--- src/design/xpd_pkg.sv ---
`default_nettype none

package xpd_pkg;

	localparam logic [7:0] BYTE_LOCK  = 8'hF0;
	localparam logic [7:0] BYTE_REPNZ = 8'hF2;
	localparam logic [7:0] BYTE_REPZ  = 8'hF3;
	localparam logic [7:0] BYTE_CS    = 8'h2E;
	localparam logic [7:0] BYTE_SS    = 8'h36;
	localparam logic [7:0] BYTE_DS    = 8'h3E;
	localparam logic [7:0] BYTE_ES    = 8'h26;
	localparam logic [7:0] BYTE_FS    = 8'h64;
	localparam logic [7:0] BYTE_GS    = 8'h65;
	localparam logic [7:0] BYTE_OPSZ  = 8'h66;
	localparam logic [7:0] BYTE_ADSZ  = 8'h67;
	localparam logic [7:0] BYTE_REX_LO = 8'h40;
	localparam logic [7:0] BYTE_REX_HI = 8'h4F;
	localparam logic [7:0] BYTE_VEX2  = 8'hC5;
	localparam logic [7:0] BYTE_VEX3  = 8'hC4;
	localparam logic [7:0] BYTE_EVEX  = 8'h62;

	localparam logic [1:0] LR_NONE  = 2'd0;
	localparam logic [1:0] LR_LOCK  = 2'd1;
	localparam logic [1:0] LR_REPNZ = 2'd2;
	localparam logic [1:0] LR_REPZ  = 2'd3;

	localparam logic [2:0] SEG_CS = 3'd1;
	localparam logic [2:0] SEG_SS = 3'd2;
	localparam logic [2:0] SEG_DS = 3'd3;
	localparam logic [2:0] SEG_ES = 3'd4;
	localparam logic [2:0] SEG_FS = 3'd5;
	localparam logic [2:0] SEG_GS = 3'd6;

	localparam logic [1:0] VF_NONE = 2'd0;
	localparam logic [1:0] VF_VEX2 = 2'd1;
	localparam logic [1:0] VF_VEX3 = 2'd2;
	localparam logic [1:0] VF_EVEX = 2'd3;

	localparam logic [1:0] PP_66 = 2'd1;
	localparam logic [1:0] PP_F3 = 2'd2;
	localparam logic [1:0] PP_F2 = 2'd3;

	localparam logic STATUS_OK    = 1'b0;
	localparam logic STATUS_TRUNC = 1'b1;

	typedef struct packed {
		logic [7:0] code_byte;
		logic       buffer_end;
	} code_beat_t;

	typedef struct packed {
		logic       status;
		logic [7:0] opcode_byte;
		logic [1:0] lock_rep_group;
		logic [2:0] segment_group;
		logic [2:0] misc_flags;
		logic [4:0] rex_bits;
		logic [1:0] vector_form;
		logic [4:0] vector_rxbw;
		logic [4:0] map_select;
		logic [4:0] source_register;
		logic [3:0] length_and_pp;
		logic [4:0] evex_mask_bits;
	} result_beat_t;

endpackage

`default_nettype wire

--- src/design/x86_prefix_decoder.sv ---
// Prefix decoder for an x86-64 instruction byte stream.
// The byte channel (byte_valid, byte_stall, byte_data) takes one code byte per
// beat, with buffer_end set on the last byte the fetch buffer holds.
// Legacy prefixes, an optional REX byte or a VEX/EVEX prefix are absorbed, and
// the first opcode byte produces one beat on the result channel (result_valid,
// result_stall, result_data) carrying all decoded fields. A buffer that ends
// inside the prefixes produces a result with status set and all else zero.
// Each byte is captured in an input register and then decoded into the result
// register, which holds a result until the result channel takes it.
// One byte is accepted per cycle at sustained rate while the result channel
// does not stall; the single decode stage with its held prefix state sets that
// figure. While the result channel stalls with a result pending, the input
// register still takes one more byte; byte_stall rises after that.
// Reset clears the valid flags of the input and result registers and the prefix
// state, so no result is pending and the decoder expects a new instruction.
`default_nettype none

module x86_prefix_decoder
	import xpd_pkg::*;
(
	input  wire           clk,
	input  wire           arst_n,
	input  wire           byte_valid,
	output logic          byte_stall,
	input  code_beat_t    byte_data,
	output logic          result_valid,
	input  wire           result_stall,
	output result_beat_t  result_data
);

	typedef enum logic [2:0] {
		PH_LEGACY, PH_OPCODE, PH_V2, PH_V3A, PH_V3B, PH_E0, PH_E1, PH_E2
	} phase_t;

	logic         valid_s1;
	code_beat_t   beat_s1;

	phase_t       phase_q;
	logic [1:0]   lock_rep_q;
	logic [2:0]   segment_q;
	logic [1:0]   size_q;
	logic [4:0]   rex_q;
	logic [1:0]   vform_q;
	logic [23:0]  payload_q;

	logic         result_valid_q;
	result_beat_t result_q;

	logic         go;
	logic         emit;
	logic         trunc;
	phase_t       phase_d;
	logic [1:0]   lock_rep_d;
	logic [2:0]   segment_d;
	logic [1:0]   size_d;
	logic [4:0]   rex_d;
	logic [1:0]   vform_d;
	logic [23:0]  payload_d;
	result_beat_t emit_res;
	result_beat_t trunc_res;

	assign go         = valid_s1 && !(result_valid_q && result_stall);
	assign byte_stall = valid_s1 && !go;
	assign result_valid = result_valid_q;
	assign result_data  = result_q;

	always_ff @(posedge clk or negedge arst_n) begin
		if (!arst_n) begin
			valid_s1 <= 1'b0;
		end else if (byte_valid && !byte_stall) begin
			valid_s1 <= 1'b1;
		end else if (go) begin
			valid_s1 <= 1'b0;
		end
	end

	always_ff @(posedge clk) begin
		if (byte_valid && !byte_stall) begin
			beat_s1 <= byte_data;
		end
	end

	// Next prefix state and the decision whether this byte ends the run.
	always_comb begin
		phase_d    = phase_q;
		lock_rep_d = lock_rep_q;
		segment_d  = segment_q;
		size_d     = size_q;
		rex_d      = rex_q;
		vform_d    = vform_q;
		payload_d  = payload_q;
		emit       = 1'b0;
		unique case (phase_q)
			PH_LEGACY: begin
				case (beat_s1.code_byte) inside
					BYTE_LOCK:  lock_rep_d = LR_LOCK;
					BYTE_REPNZ: lock_rep_d = LR_REPNZ;
					BYTE_REPZ:  lock_rep_d = LR_REPZ;
					BYTE_CS:    segment_d = SEG_CS;
					BYTE_SS:    segment_d = SEG_SS;
					BYTE_DS:    segment_d = SEG_DS;
					BYTE_ES:    segment_d = SEG_ES;
					BYTE_FS:    segment_d = SEG_FS;
					BYTE_GS:    segment_d = SEG_GS;
					BYTE_OPSZ:  size_d = size_q | 2'b01;
					BYTE_ADSZ:  size_d = size_q | 2'b10;
					BYTE_VEX2: begin
						vform_d = VF_VEX2;
						phase_d = PH_V2;
					end
					BYTE_VEX3: begin
						vform_d = VF_VEX3;
						phase_d = PH_V3A;
					end
					BYTE_EVEX: begin
						vform_d = VF_EVEX;
						phase_d = PH_E0;
					end
					[BYTE_REX_LO:BYTE_REX_HI]: begin
						rex_d   = {1'b1, beat_s1.code_byte[3:0]};
						phase_d = PH_OPCODE;
					end
					default: emit = 1'b1;
				endcase
			end
			PH_OPCODE: emit = 1'b1;
			PH_V2, PH_V3B, PH_E2: begin
				payload_d = {payload_q[15:0], beat_s1.code_byte};
				phase_d   = PH_OPCODE;
			end
			PH_V3A: begin
				payload_d = {payload_q[15:0], beat_s1.code_byte};
				phase_d   = PH_V3B;
			end
			PH_E0: begin
				payload_d = {payload_q[15:0], beat_s1.code_byte};
				phase_d   = PH_E1;
			end
			PH_E1: begin
				payload_d = {payload_q[15:0], beat_s1.code_byte};
				phase_d   = PH_E2;
			end
		endcase
		trunc = !emit && beat_s1.buffer_end;
	end

	// Result fields built from the held prefix state.
	always_comb begin
		logic [7:0] b0;
		logic [7:0] b1;
		logic [7:0] b2;
		logic       r;
		logic       x;
		logic       bb;
		logic       w;
		logic       rp;
		logic [4:0] map;
		logic [4:0] vv;
		logic [1:0] len;
		logic [1:0] pp;
		logic [4:0] mask;
		logic [1:0] lr;
		logic [1:0] flags;
		logic       baseext;
		b0    = payload_q[23:16];
		b1    = payload_q[15:8];
		b2    = payload_q[7:0];
		r     = 1'b0;
		x     = 1'b0;
		bb    = 1'b0;
		w     = 1'b0;
		rp    = 1'b0;
		map   = 5'd0;
		vv    = 5'd0;
		len   = 2'd0;
		pp    = 2'd0;
		mask  = 5'd0;
		lr    = lock_rep_q;
		flags = size_q;
		unique case (vform_q)
			VF_NONE: begin
			end
			VF_VEX2: begin
				r   = b2[7];
				x   = 1'b1;
				bb  = 1'b1;
				map = 5'd1;
				vv  = {1'b0, b2[6:3]};
				len = {1'b0, b2[2]};
				pp  = b2[1:0];
			end
			VF_VEX3: begin
				r   = b1[7];
				x   = b1[6];
				bb  = b1[5];
				map = b1[4:0];
				w   = b2[7];
				vv  = {1'b0, b2[6:3]};
				len = {1'b0, b2[2]};
				pp  = b2[1:0];
			end
			VF_EVEX: begin
				r    = b0[7];
				x    = b0[6];
				bb   = b0[5];
				rp   = b0[4];
				map  = {2'b00, b0[2:0]};
				w    = b1[7];
				vv   = {b2[3], b1[6:3]};
				pp   = b1[1:0];
				len  = b2[6:5];
				mask = {b2[7], b2[4], b2[2:0]};
			end
		endcase
		if (vform_q != VF_NONE) begin
			case (pp)
				PP_66:   flags = flags | 2'b01;
				PP_F3:   lr = LR_REPZ;
				PP_F2:   lr = LR_REPNZ;
				default: ;
			endcase
			baseext = !bb;
		end else begin
			baseext = rex_q[0];
		end
		emit_res.status          = STATUS_OK;
		emit_res.opcode_byte     = beat_s1.code_byte;
		emit_res.lock_rep_group  = lr;
		emit_res.segment_group   = segment_q;
		emit_res.misc_flags      = {baseext, flags};
		emit_res.rex_bits        = rex_q;
		emit_res.vector_form     = vform_q;
		emit_res.vector_rxbw     = {r, x, bb, w, rp};
		emit_res.map_select      = map;
		emit_res.source_register = vv;
		emit_res.length_and_pp   = {len, pp};
		emit_res.evex_mask_bits  = mask;
		trunc_res                = '0;
		trunc_res.status         = STATUS_TRUNC;
	end

	always_ff @(posedge clk or negedge arst_n) begin
		if (!arst_n) begin
			phase_q   <= PH_LEGACY;
			lock_rep_q <= LR_NONE;
			segment_q <= 3'd0;
			size_q    <= 2'd0;
			rex_q     <= 5'd0;
			vform_q   <= VF_NONE;
			payload_q <= 24'd0;
		end else if (go) begin
			if (emit || trunc) begin
				phase_q    <= PH_LEGACY;
				lock_rep_q <= LR_NONE;
				segment_q  <= 3'd0;
				size_q     <= 2'd0;
				rex_q      <= 5'd0;
				vform_q    <= VF_NONE;
				payload_q  <= 24'd0;
			end else begin
				phase_q    <= phase_d;
				lock_rep_q <= lock_rep_d;
				segment_q  <= segment_d;
				size_q     <= size_d;
				rex_q      <= rex_d;
				vform_q    <= vform_d;
				payload_q  <= payload_d;
			end
		end
	end

	always_ff @(posedge clk or negedge arst_n) begin
		if (!arst_n) begin
			result_valid_q <= 1'b0;
		end else if (go) begin
			result_valid_q <= emit || trunc;
		end else if (result_valid_q && !result_stall) begin
			result_valid_q <= 1'b0;
		end
	end

	always_ff @(posedge clk) begin
		if (go) begin
			if (emit) begin
				result_q <= emit_res;
			end else begin
				result_q <= trunc_res;
			end
		end
	end

	a_stall_needs_held_byte: assert property (@(posedge clk) disable iff (!arst_n)
		byte_stall |-> valid_s1)
		else $error("Input stalled with the input register empty.");

	a_rex_then_opcode: assert property (@(posedge clk) disable iff (!arst_n)
		rex_q[4] |-> (phase_q == PH_OPCODE))
		else $error("REX held outside the opcode phase.");

	a_plain_phases: assert property (@(posedge clk) disable iff (!arst_n)
		(vform_q == VF_NONE) |-> (phase_q == PH_LEGACY || phase_q == PH_OPCODE))
		else $error("Vector payload phase without a vector prefix.");

	a_clear_after_result: assert property (@(posedge clk) disable iff (!arst_n)
		(go && (emit || trunc)) |=> (phase_q == PH_LEGACY && vform_q == VF_NONE
			&& rex_q == 5'd0 && result_valid_q))
		else $error("Prefix state not cleared after a result.");

endmodule

`default_nettype wire
--- config.mk ---
export PLATFORM = sky130hd
export DESIGN_NAME = x86_prefix_decoder
export DESIGN_NICKNAME = d
export VERILOG_FILES = /design/src/design/xpd_pkg.sv /design/src/design/x86_prefix_decoder.sv
export SDC_FILE = /design/constraint.sdc
export NUM_CORES = 1
export LEC_CHECK = 0
export BUFFER_PORTS_ARGS = -buffer_cell sky130_fd_sc_hd__buf_2
export CAP_MARGIN = 10
export CORE_MARGIN = 10
export CORE_UTILIZATION = 40
export CTS_BUF_LIST = sky130_fd_sc_hd__clkbuf_4
export CTS_CLUSTER_DIAMETER = 40
export DETAILED_ROUTE_END_ITERATION = 12
export HOLD_SLACK_MARGIN = 0.03
export PLACE_DENSITY = 0.59
export RECOVER_POWER = 50
export SYNTH_ARGS = -nofsm -noshare
export SYNTH_HDL_FRONTEND = slang
export SYNTH_SLANG_ARGS = --single-unit
export TNS_END_PERCENT = 1
--- constraint.sdc ---
create_clock -name clk -period 5.5 [get_ports clk]
set_input_delay 1.1 -clock clk [delete_from_list [all_inputs] [get_ports clk]]
set_output_delay 1.1 -clock clk [all_outputs]
set_load 0.03 [all_outputs]
======== After elaboration in Yosys (flattened, before gate mapping) ========
Index checks and enable logic that the tools add are counted.
storage, ports and cells
  bits in registers ....................... 100
  word-level logic and storage cells ...... 236
operators by class
  reductions and logical operators ........ 39
  magnitude comparators ................... 2
  equal/unequal tests ..................... 53
  mux-type cells .......................... 117
operators by type and width
  cell                                                  count
  2-to-1 mux 5 bit                                      18
  2-to-1 mux 3 bit                                      27
  2-to-1 mux 2 bit                                      35
  2-to-1 mux 24 bit                                     2
  2-to-1 mux 48 bit                                     1
  equality test 8 x 7 -> 1 bit (second input constant)  5
  equality test 8 bit (second input constant)           5
  != test 3 bit (second input constant)                 11
  equality test 8 x 6 -> 1 bit (second input constant)  4
  != test 2 x 1 -> 1 bit (second input constant)        14
  AND reduction 14 bit                                  2
  2-to-1 mux 1 bit                                      23
  AND reduction 17 bit                                  1
  nonzero test 2 bit                                    8
  case mux 3 bit (5 select lines)                       1
  case mux 5 bit (3 select lines)                       1
  AND reduction 13 bit                                  1
  equality test 3 bit (second input constant)           4
  case mux 2 bit (2 select lines)                       3
  AND reduction 12 bit                                  1
  case mux 5 bit (2 select lines)                       1
  case mux 1 bit (3 select lines)                       3
  equality test 2 bit (second input constant)           4
  >= comparator 8 x 7 -> 1 bit (second input constant)  1
  other kinds (19)                                      35

======== Longest topological paths before layout ========
  word-level depth ........................ 23
  depth in mapped cells ................... 10

======== Least setup slack after synthesis ========
OpenSTA, ideal clock, no wires.
  path kind ............................... input-to-reg
  start ................................... input result_stall
  end ..................................... register rex_q[0]
  stages .................................. 6
  data required time ...................... 5378 ps
  setup slack ............................. 1793 ps
  arrival time ............................ 3585 ps
  cells stage by stage .................... nand2_1 -> nand2_1 -> inv_1 -> clkbuf_1 -> o21ai_1 -> a22o_1
between the ends
  longest elaborated chain between the ends .. 4
RTL lines
  item                            line                       text
  start: declaration              x86_prefix_decoder.sv:27   input wire result_stall,
  logical AND 1 bit               x86_prefix_decoder.sv:62   assign go = valid_s1 && !(result_valid_q && result_stall);
  zero test 1 bit                 x86_prefix_decoder.sv:62
  logical AND 1 bit               x86_prefix_decoder.sv:62
  via go                          x86_prefix_decoder.sv:49   logic go;
  AND reduction 17 bit (no line)  n/a
  end signal: assignment          x86_prefix_decoder.sv:265  rex_q <= rex_d;
  end: declaration                x86_prefix_decoder.sv:42   logic [4:0] rex_q;
The timed path passes the listed nets, and every way through them passes these cells.
A chain may end at the register's enable or synchronous reset.

======== Final worst setup path ========
  start ................................... register beat_s1[2] (netlist name)
  end ..................................... register result_q (netlist bit result_data[14]) (data pin)
between the ends
  longest elaborated chain between the ends .. 18
RTL lines
  item                                                                                           line                       text
  start: declaration                                                                             x86_prefix_decoder.sv:36   code_beat_t beat_s1;
  start signal: assignment                                                                       x86_prefix_decoder.sv:79   beat_s1 <= byte_data;
  >= comparator 8 x 7 -> 1 bit (no line) / <= comparator 8 x 7 -> 1 bit (equally long branches)  n/a
  logical AND 1 bit (no line)                                                                    n/a
  2-to-1 mux 1 bit (14 in series)                                                                x86_prefix_decoder.sv:95   case (beat_s1.code_byte) inside
  2-to-1 mux 1 bit *                                                                             x86_prefix_decoder.sv:95
  case mux 1 bit (2 select lines) *                                                              x86_prefix_decoder.sv:93   unique case (phase_q)
  end signal: assignment                                                                         x86_prefix_decoder.sv:285  result_q <= emit_res;
  end signal: assignment                                                                         x86_prefix_decoder.sv:287  result_q <= trunc_res;
  end: declaration                                                                               x86_prefix_decoder.sv:47   result_beat_t result_q;
Mark *: on every way between the ends. The rest lies on a longest branch, timed or not.

==> summary.txt <==
Run status
  – Status: finished, violations left
  – Violated checks: capacitance limit, slew limit

Synth
  – Post-synthesis instance total: about 340
  – Avg Cell Area, Syn: approximately 13 µm²
  – Post-Syn Area: 4330 µm²
  – Post-synth EDFFs: 57
  – Mux contribution to synthesized area: less than 1%
  – Adder-cell share of the synthesized area: under 10%
  – Synth unique cells: around 60
  – Compound-gate portion of the synthesized area: 15.8%
  – Count leader, synth: edfxtp_1
  – Top-area cell type share of the netlist area: between 30% and 40%
  – Combinational family with the most area after synthesis: compound AO/OA/AOI/OAI gates
  – Share of flip-flops with an asynchronous set or reset: a little over two fifths
  – Simple-gate share of the synthesized area: between 15 and 20%
  – #FFs+latches synth: a little under 100
  – Main area contributors after synthesis: edfxtp_1 (40%), dfrtp_1 (24%), a22o_1 (5.5%), and2_1 (2.7%), a22oi_1 (2.3%)
  – Synthesized Nets: 354
  – Post-synth top cells: edfxtp_1 (57), dfrtp_1 (42), a22o_1 (27)
  – Seq/Total Area, Yosys: roughly 64%
  – Ys Warns: 0
  – Top FF cell, synth: edfxtp_1
  – Biggest area consumer among synthesized cells: edfxtp_1
  – Synth Area in XOR/XNOR: 0%

Final layout
  – # nets final: 410
  – Layout cell share with drive strength beyond 1: between 10% and 20%
  – Final Non-Filler Cells: 533
  – Synth-to-layout area growth: 11.2%
  – Antenna diode instance count: 0
  – Multi-input gate area: 1440 µm²
  – Final core utilization: a little under half
  – Fill cells: 980
  – Reg area: roughly 2800 µm²

Floorplan
  – Std cell rows: 37
  – I/O pins: 63
  – Die area: approximately 15000 µm²
  – Die width: around 120 µm
  – Core ar.: around 10000 µm²
  – Starting Density: between 40% and 50%
  – Die Ht: 124 µm

STA
  – Fin crit period: about 2.8 ns
  – Fmax: around 360 MHz
  – Final hold vios: 0
  – Setup Viol. Count Final: 0
  – Slew Limit Fails: 43
  – Least-Margin Pin Slew: 2.27 ns
  – Setup total negative slack: 0 ns
  – WHS: 0.515 ns
  – Max_slew headroom: -51.4%
  – RSZ-0062 raised after global routing: no
  – Period utilization: approximately half
  – Worst clock skew: 0.0164 ns

Routing
  – Vias: 2885
  – Avg Vias per Cell: between 5 and 6
  – Final wirelength: between 9000 and 10000 µm
  – DRC: 0
  – Post-route ant nets: 0
  – Detailed Route Iter0 Violations: roughly 260
  – Drt pass-1 iters: 5
  – WL/cell: between 15 and 20 µm

Clocking
  – Post-CTS Setup Inserts: 0
  – # hold bufs at CTS: 0
  – Total CTS buffers: 9
  – Max clock buf depth: 2
  – H-tree level count: 3
  – Clk_lat worst skew: about 0.44 ns
  – CTS sink cnt: 99
  – Clock root cell: clkbuf_4
  – Clk pin slew, worst setup/hold paths: 0.14 ns
  – Post-cts resize count: 0
  – CTS tree: done

Worst setup path
  – Critical Path RT: 5.69 ns
  – CP Launch Point: beat_s1[2]
  – WS Path Type: register to register
  – Setup crit start kind: register
  – CP Max Fanout: 27
  – Crit Reg-Reg Startpoint: beat_s1[2]
  – Crit path arrival time: 3.00 ns
  – Critical path endpoint category: register

Pwr
  – Worst VDD drop: around 0.00011 V
  – Pwr Density: between 200 and 300 nW/µm²
  – Leak Pwr: just under 2 nW

Global routing
  – Largest net degree at the start of global routing: around 60
  – Total gr overflow: 0
  – First-pass GRT wire length: around 15000 µm
  – Number of global-route vias before repair: ~2800
  – Initial antenna violation count: 0
  – All-layer global routing usage: 12.3%

Job
  – Max Cap Viol: 1

Place
  – DP Wirelength: around 6300 µm
  – Inst Count DP: approximately 520
  – GP Congestion: between 0.8 and 0.9
  – IO buf count: 62

Hold path
  – HP Start: rex_q[3]
  – Hold Crit Class: register to register
-- report_power, final --
| group | total (mW) | switching, mW | internal, mW |
|---|---|---|---|
| Combinational | 0.173 | 0.133 | 0.0403 |
| Sequential | 0.855 | 0.0256 | 0.829 |
| Clock | 0.336 | 0.233 | 0.103 |
| Total | 1.36 | 0.391 | 0.972 |
-- sequential cells by signal (all words and copies together), names as in the netlist, 2 cells and up --
name and cells:
vform_q 2, result_data 48, beat_s1 9, segment_q 3, phase_q 3, lock_rep_q 2, rex_q 5, size_q 2
payload_q 23
-- cells in the final DEF, fill, tap and decap left out, types with 3 or more instances in the layout --
cell,instances
or3_1,3
nor2b_1,5
edfxtp_1,57
clkbuf_1,16
dfrtp_1,42
nor2_1,25
and2_1,18
a21oi_1,14
o21ai_0,10
a22oi_1,13
clkbuf_4,11
and3_1,8
buf_2,46
ha_1,5
nor3_1,15
a22o_1,27
o211ai_1,3
inv_1,3
nand2_1,21
-- worst max-delay path, cell delays in order, from the launching register on --
cell and delay, ns:
edfxtp_1 0.78, nand3b_4 0.20, or4b_4 0.60, nand3_2 0.14
nor2_2 0.08, o21a_4 0.31, inv_2 0.32, a211oi_1 0.11
-- path summary, 6_finish.rpt --
path	end	slack, ns	cells past startpoint
setup reg to reg	result_data[14]	2.69	7
hold reg to reg	rex_q[3]	0.52	1
hold / removal	rex_q[3]	0.52	1
max in group asynchronous	rex_q[1]	2.89	1
setup / recovery	result_data[14]	2.69	7
min in group asynchronous	valid_s1	1.31	1
-- cell families after synthesis --
family,count (synthesis)
AO/OA/AOI/OAI,89
adder cells (fa/ha/maj),5
buffers and inverters,24
flip-flops,99
multiplexers,1
AND/OR/NAND/NOR,118
-- through the flow --
| stage | power [mW] | worst slack, ns | area [µm²] |
|---|---|---|---|
| floorplan | 0.995 | 1.79 | 4330 |
| global placement | 1.05 | 2.25 | 4720 |
| detailed placement | 1.05 | 2.18 | 4720 |
| CTS | 1.38 | 2.68 | 4830 |
| global route | 1.43 | 2.45 | 4810 |
| finish | 1.36 | 2.69 | 4810 |
-- layout make-up --
| type | count | area share, % |
|---|---|---|
| Clock buffer | 11 | 1.72 |
| Clock inverter | 5 | 0.650 |
| Inverter | 5 | 0.390 |
| Multi-Input combinational cell | 213 | 29.9 |
| Sequential cell | 99 | 57.4 |
| Tap cell | 136 | 3.54 |
| Timing Repair Buffer | 64 | 6.35 |
-- metal layers --
layer	GRT usage [%]	part of all wire (%)	up-vias
met3	3.89	8.6	11
met4	4.32	1.6	0
met1	16.8	46	1379
li1	-	-	1387
met5	0	0	-
met2	18.2	44	108
(Power assumes the default switching activity.)
